### src/rtl/core/rchr_pkg.sv
`timescale 1ns / 1ps
package rchr_pkg;

  localparam int CHANNELS = 16;
  localparam int CH_W     = 4;
  localparam int DUTY_W   = 13;
  localparam int STATE_W  = 16;

  localparam logic [DUTY_W-1:0] FULL_DUTY  = 13'd4096;
  localparam logic [DUTY_W-1:0] HOLD_RESET = 13'd2000;

  typedef enum logic {
    OP_SET  = 1'b0,
    OP_TICK = 1'b1
  } opcode_t;

  typedef enum logic [1:0] {
    DUTY_OFF,
    DUTY_FULL,
    DUTY_HOLD
  } duty_kind_t;

  typedef struct packed {
    logic       write;
    duty_kind_t kind;
    logic       on;
    logic       armed;
    logic       reduced;
  } lane_out_t;

endpackage

### src/rtl/core/rchr_lane.sv
`timescale 1ns / 1ps
module rchr_lane
  import rchr_pkg::*;
(
  input  opcode_t   op,
  input  logic      want,
  input  logic      on,
  input  logic      armed,
  input  logic      reduced,
  output lane_out_t res
);

  always_comb begin
    res.write   = 1'b0;
    res.kind    = DUTY_OFF;
    res.on      = on;
    res.armed   = armed;
    res.reduced = reduced;
    unique case (op)
      OP_SET: begin
        res.on = want;
        if (want != on) begin
          res.write = 1'b1;
          if (want) begin
            res.kind    = DUTY_FULL;
            res.armed   = 1'b0;
            res.reduced = 1'b0;
          end
        end
      end
      OP_TICK: begin
        if (on) begin
          if (!armed) begin
            res.armed = 1'b1;
          end else if (!reduced) begin
            // pulled in since the previous tick, drop to hold level
            res.write   = 1'b1;
            res.kind    = DUTY_HOLD;
            res.reduced = 1'b1;
          end
        end
      end
      default: ;
    endcase
  end

endmodule

### src/rtl/core/rchr_merge.sv
`timescale 1ns / 1ps
module rchr_merge
  import rchr_pkg::*;
(
  input  logic                     clk,
  input  logic                     rst,
  input  logic                     load,
  input  logic [CHANNELS-1:0]      wr_mask,
  input  duty_kind_t [CHANNELS-1:0] kinds,
  input  logic [DUTY_W-1:0]        hold_sat,
  output logic                     can_load,
  output logic                     out_valid,
  input  logic                     out_stall,
  output logic [CH_W-1:0]          out_channel,
  output logic [DUTY_W-1:0]        out_duty,
  output logic                     out_last
);

  logic [CHANNELS-1:0]       pend;
  logic [CHANNELS-1:0]       pend_next;
  duty_kind_t [CHANNELS-1:0] kind_q;
  logic [DUTY_W-1:0]         hold_q;

  logic [CHANNELS-1:0] pick;
  logic [CHANNELS-1:0] rest;
  logic [CH_W-1:0]     pick_ch;
  duty_kind_t          pick_kind;
  logic [DUTY_W-1:0]   pick_duty;
  logic                out_free;
  logic                pop;

  assign out_free = !out_valid || !out_stall;
  assign pop      = (|pend) && out_free;
  assign pick     = pend & (~pend + CHANNELS'(1));
  assign rest     = pend & ~pick;
  assign can_load = !(|pend) || (pop && !(|rest));

  always_comb begin
    pick_ch   = '0;
    pick_kind = DUTY_OFF;
    for (int i = 0; i < CHANNELS; i++) begin
      if (pick[i]) begin
        pick_ch   = pick_ch | CH_W'(i);
        pick_kind = duty_kind_t'(pick_kind | kind_q[i]);
      end
    end
  end

  always_comb begin
    unique case (pick_kind)
      DUTY_OFF:  pick_duty = '0;
      DUTY_FULL: pick_duty = FULL_DUTY;
      DUTY_HOLD: pick_duty = hold_q;
      default:   pick_duty = '0;
    endcase
  end

  always_comb begin
    pend_next = pend;
    if (load) begin
      pend_next = wr_mask;
    end else if (pop) begin
      pend_next = rest;
    end
  end

  always_ff @(posedge clk) begin
    if (rst) begin
      pend      <= '0;
      out_valid <= 1'b0;
    end else begin
      pend <= pend_next;
      if (pop) begin
        out_valid <= 1'b1;
      end else if (out_free) begin
        out_valid <= 1'b0;
      end
    end
  end

  always_ff @(posedge clk) begin
    if (load) begin
      kind_q <= kinds;
      hold_q <= hold_sat;
    end
    if (pop) begin
      out_channel <= pick_ch;
      out_duty    <= pick_duty;
      out_last    <= !(|rest);
    end
  end

`ifndef SYNTH
  a_load_when_free: assert property (@(posedge clk) disable iff (rst)
    load |-> (pend == '0 || (pop && rest == '0)))
    else $error("new item loaded over pending writes");

  a_pick_onehot: assert property (@(posedge clk) disable iff (rst)
    pop |-> $onehot(pick))
    else $error("write pick is not one-hot");

  a_duty_range: assert property (@(posedge clk) disable iff (rst)
    out_valid |-> out_duty <= FULL_DUTY)
    else $error("duty above full scale");

  a_reset_idle: assert property (@(posedge clk)
    rst |=> (!out_valid && pend == '0))
    else $error("writes pending after reset");
`endif

endmodule

### src/rtl/core/relay_coil_hold_reducer.sv
`timescale 1ns / 1ps
// an item's writes wait in the pending mask, then leave through the write output register
// throughput: one write per cycle while rsp_stall is low;
//   an item with no writes produces no write output
// the next item transfers in the cycle the previous item's last write leaves the queue
// reset (rst, synchronous): relay, armed and reduced masks cleared, hold_duty = 2000
module relay_coil_hold_reducer
  import rchr_pkg::*;
(
  input  logic                clk,
  input  logic                rst,
  input  logic                hold_duty_we,
  input  logic [DUTY_W-1:0]   hold_duty_wdata,
  input  logic                req_valid,
  output logic                req_stall,
  input  logic                opcode,
  input  logic [STATE_W-1:0]  relay_states,
  output logic                rsp_valid,
  input  logic                rsp_stall,
  output logic [CH_W-1:0]     channel,
  output logic [DUTY_W-1:0]   duty,
  output logic                last
);

  logic [DUTY_W-1:0]   hold_duty;
  logic [CHANNELS-1:0] on_mask;
  logic [CHANNELS-1:0] armed_mask;
  logic [CHANNELS-1:0] reduced_mask;

  lane_out_t [CHANNELS-1:0]  lane_res;
  logic [CHANNELS-1:0]       wr_mask;
  duty_kind_t [CHANNELS-1:0] kinds;
  logic [CHANNELS-1:0]       on_next;
  logic [CHANNELS-1:0]       armed_next;
  logic [CHANNELS-1:0]       reduced_next;
  logic [DUTY_W-1:0]         hold_sat;
  logic                      can_load;
  logic                      accept;

  assign req_stall = !can_load;
  assign accept    = req_valid && can_load;
  assign hold_sat  = (hold_duty > FULL_DUTY) ? FULL_DUTY : hold_duty;

  for (genvar i = 0; i < CHANNELS; i++) begin : g_lane
    rchr_lane u_lane (
      .op      (opcode_t'(opcode)),
      .want    (relay_states[i]),
      .on      (on_mask[i]),
      .armed   (armed_mask[i]),
      .reduced (reduced_mask[i]),
      .res     (lane_res[i])
    );
    assign wr_mask[i]      = lane_res[i].write;
    assign kinds[i]        = lane_res[i].kind;
    assign on_next[i]      = lane_res[i].on;
    assign armed_next[i]   = lane_res[i].armed;
    assign reduced_next[i] = lane_res[i].reduced;
  end

  always_ff @(posedge clk) begin
    if (rst) begin
      hold_duty    <= HOLD_RESET;
      on_mask      <= '0;
      armed_mask   <= '0;
      reduced_mask <= '0;
    end else begin
      if (hold_duty_we) begin
        hold_duty <= hold_duty_wdata;
      end
      if (accept) begin
        on_mask      <= on_next;
        armed_mask   <= armed_next;
        reduced_mask <= reduced_next;
      end
    end
  end

  rchr_merge u_merge (
    .clk         (clk),
    .rst         (rst),
    .load        (accept),
    .wr_mask     (wr_mask),
    .kinds       (kinds),
    .hold_sat    (hold_sat),
    .can_load    (can_load),
    .out_valid   (rsp_valid),
    .out_stall   (rsp_stall),
    .out_channel (channel),
    .out_duty    (duty),
    .out_last    (last)
  );

`ifndef SYNTH
  a_reduced_armed: assert property (@(posedge clk) disable iff (rst)
    (reduced_mask & ~armed_mask) == '0)
    else $error("channel reduced without being armed");

  a_state_hold: assert property (@(posedge clk) disable iff (rst)
    !$past(accept) && !$past(rst) |-> $stable(on_mask) && $stable(armed_mask))
    else $error("relay state changed without a transfer");

  a_off_no_write: assert property (@(posedge clk) disable iff (rst)
    accept && opcode_t'(opcode) == OP_TICK |-> (wr_mask & ~on_mask) == '0)
    else $error("tick writes an off channel");
`endif

endmodule
### config.mk
export PLATFORM = sky130hd
export DESIGN_NAME = relay_coil_hold_reducer
export DESIGN_NICKNAME = d
export VERILOG_FILES = /design/src/rtl/core/rchr_pkg.sv /design/src/rtl/core/rchr_lane.sv /design/src/rtl/core/rchr_merge.sv /design/src/rtl/core/relay_coil_hold_reducer.sv
export SDC_FILE = /design/constraint.sdc
export NUM_CORES = 1
export LEC_CHECK = 0
export BUFFER_PORTS_ARGS = -buffer_cell sky130_fd_sc_hd__buf_4
export CAP_MARGIN = 25
export CELL_PAD_IN_SITES_DETAIL_PLACEMENT = 1
export CELL_PAD_IN_SITES_GLOBAL_PLACEMENT = 2
export CORE_MARGIN = 5
export CORE_UTILIZATION = 25
export DETAILED_ROUTE_END_ITERATION = 10
export GPL_ROUTABILITY_DRIVEN = 0
export PLACE_DENSITY_LB_ADDON = 0.3
export SLEW_MARGIN = 20
export SYNTH_ARGS = -nofsm -noshare
export SYNTH_HDL_FRONTEND = slang
export SYNTH_SLANG_ARGS = --single-unit
### constraint.sdc
create_clock -name clk -period 3.14 [get_ports clk]
set_clock_uncertainty 0.05 [all_clocks]
set_input_delay 0.628 -clock clk [delete_from_list [all_inputs] [get_ports clk]]
set_output_delay 0.628 -clock clk [all_outputs]
set_load 0.02 [all_outputs]
==> results.sh <==
export IMPL_ys_warn_count=0
export IMPL_synth_top_area_frac=0.2902
export IMPL_start_kind="flop"
export IMPL_cts_made_buffers=17
export IMPL_syn_inst=629
export IMPL_multi_input_area_um2=2811
export IMPL_drtAntennaViolNets=0
export IMPL_clk_latency_ns=0.43
export IMPL_antenna_found_initial=0
export IMPL_synth_area_um2=6519
export IMPL_vias_per_cell=4.943
export IMPL_start_util=0.2523
export IMPL_cts_tree="built"
export IMPL_tns_ns=-0.07002
export IMPL_slew_violations=0
export IMPL_dr_pass1_iters=4
export IMPL_syn_to_final_growth_pct=25.03
export IMPL_maxCapViolations=0
export IMPL_die_height_um=171.5
export IMPL_pin_count=55
export IMPL_synth_edf_count=63
export IMPL_dp_cells=995
export IMPL_grtUsageTotal=0.1316
export IMPL_yosysSeqAreaShare=0.5298
export IMPL_ys_top_cells_by_area="edfxtp_1 29%, dfxtp_1 24%, o21ai_0 3.6%"
export IMPL_path_cells="or4_4 > or2_4 > maj3_2 > nor3b_4 > a41o_2 > inv_2 > buf_6"
export IMPL_crit_buf_inv=2
export IMPL_gr_total_overflow=0
export IMPL_max_slew_margin_rel=0.4238
export IMPL_fillers=2894
export IMPL_slowest_stage="or4_4"
export IMPL_timing_final_crit_share=1.022
export IMPL_drc=0
export IMPL_grt_max_degree=76
export IMPL_layout_drive_gt1_share=0.2116
export IMPL_holdBufCountCts=0
export IMPL_synth_cell_types=58
export IMPL_synth_xor_area_frac=0.01747
export IMPL_finish_net_count=728
export IMPL_antennaDiodeCount=0
export IMPL_final_cell_area_um2=8150
export IMPL_io_buffers=54
export IMPL_wl_mm=18.88
export IMPL_worst_path_dominant_cell_family="simple AND/OR/NAND/NOR gates"
export IMPL_regArea_um2=3465
export IMPL_cts_root_buf="clkbuf_16"
export IMPL_placed_area_um2=7353
export IMPL_grt_pass1_wl_mm=30.02
export IMPL_period_minus_slack_ns=3.210
export IMPL_tightest_slew_ns=0.8643
export IMPL_crit_type="reg2out"
export IMPL_synth_main_ff_cell="dfxtp_1"
export IMPL_clk_path_buf_depth=2
export IMPL_rows=59
export IMPL_crit_arrival_ns=2.53
export IMPL_fmax_ghz=0.3115
export IMPL_instances_no_fill=1039
export IMPL_post_drt_wl_per_cell_um=18.17
export IMPL_dieArea_um2=29400
export IMPL_die_w_um=171.5
export IMPL_hold_ws_ns=0.3640
export IMPL_rsz0062_at_grt="true"
export IMPL_drt_initial_drc_count=266
export IMPL_synth_top_family_by_area="simple AND/OR/NAND/NOR gates"
export IMPL_vias=5136
export IMPL_hold_class="in2reg"
export IMPL_synth_compound_area_frac=0.1768
export IMPL_status="finished, violations left"
export IMPL_synth_mux_area_frac=0.01228
export IMPL_fin_ws_ns=-0.07002
export IMPL_required_ns=2.46
export IMPL_dp_hpwl_mm=13.32
export IMPL_setup_viol=1
export IMPL_synth_seq_cells=141
export IMPL_htree_levels=4
export IMPL_violations="setup timing"
export IMPL_core_um2=25840
export IMPL_first_global_vias=5417
export IMPL_synthSimpleGateAreaFrac=0.2109
export IMPL_synth_adder_area_share=0.008637
export IMPL_async_reset_ff_frac=0
export IMPL_finalHoldViolCount=0
export IMPL_synth_nets=666
export IMPL_synth_avg_cell_area_um2=10.36
export IMPL_synth_area_leader_cell="edfxtp_1"
export IMPL_cts_sinks=141
export IMPL_slowest_delay_ns=0.54
export IMPL_cp_max_fo=2
export IMPL_worst_setup_path_end_kind="primary output"
export IMPL_clkSlewWorstSetupHoldPaths_ns=0.06
per-stage QoR:
step / setup slack [ns] / util
global placement: 0.1806 / 0.2846
CTS: -0.1062 / 0.3131
global route: -0.1563 / 0.3154
floorplan: 0.2085 / -
detailed placement: 0.1526 / 0.2846
finish: -0.07002 / 0.3154
sequential cells by signal, summed over array words and instances (netlist names), 4 cells and up:
signal and cells:
hold_duty 13, reduced_mask 16, u_merge.kind_q 32, armed_mask 16, u_merge.hold_q 13, u_merge.out_channel 4
on_mask 16, u_merge.pend 16, u_merge.out_duty 13
path summary, 6_finish.rpt:
kind | from | to | slack [ns] | cells after the start
worst max register to register | u_merge.pend[1] | on_mask[6] | 0.21 | 10
worst min register to register | reduced_mask[2] | reduced_mask[2] | 0.43 | 2
worst max-delay path | u_merge.pend[1] | req_stall | -0.07 | 7
worst min-delay path | hold_duty_wdata[6] | hold_duty[6] | 0.36 | 2
cell usage after synthesis, types with 7 or more instances:
cell and number:
a41oi_1 10, nor3_1 10, a31oi_1 8, nor4b_1 7
nand2b_1 21, dfxtp_1 78, nor2_1 59, o32ai_1 12
and4_1 7, mux2i_1 8, nand4b_1 10, nor3b_1 8
clkbuf_1 38, edfxtp_1 63, xnor2_1 13, and4b_1 9
nor2b_1 30, a211oi_1 12, nand2_1 15, nand3_1 7
a21oi_1 38, a2bb2oi_1 7, and2_1 16, inv_1 12
o21ai_0 47
repair_timing:
| action | CTS | global route |
|---|---|---|
| pin swaps | 6 | 6 |
| setup endpoints to repair | 1 | 6 |
| buffers inserted | 8 | 4 |
| gates resized for setup | 9 | 3 |
cells in the final DEF, fill, tap and decap left out, types with 8 or more instances in the layout:
master     count
buf_4         88
dfxtp_1       75
edfxtp_1      63
nor2_1        59
o21ai_0       47
a21oi_1       38
nor2b_1       30
nand2b_1      21
clkbuf_16     17
and2_1        15
nand2_1       15
xnor2_1       13
inv_1         12
a211oi_1      12
o32ai_1       12
nand4b_1      10
a41oi_1       10
nor3_1         9
and4b_1        9
nor3b_1        8
a31oi_1        8
mux2i_1        8
metal layers:
metal	wire length [um]	vias to the layer above	GRT usage
li1	-	2484	-
met1	8959	2534	0.1760
met2	8903	91	0.2117
met3	627	27	0.02459
met4	387	0	0.05029
met5	0	-	0
cells by family (layout without fill, tap and decap cells):
family                   after synthesis  count (layout)
multiplexers                           8               8
flip-flops                           141             141
AND/OR/NAND/NOR                      228             228
buffers and inverters                 64             139
XOR/XNOR                              13              13
adder cells (fa/ha/maj)                5               5
AO/OA/AOI/OAI                        170             170
layout make-up:
cell class,count,area share
clock inverters,15,0.02564
flip-flops and latches,141,0.4251
inverters,13,0.005987
repair buffers,94,0.09472
multi-input cells,424,0.3449
clock buffers,17,0.05220
well taps,335,0.05143
Power is not shown: default switching activity piles up to over one toggle a cycle in this logic, so the estimate is an artifact.
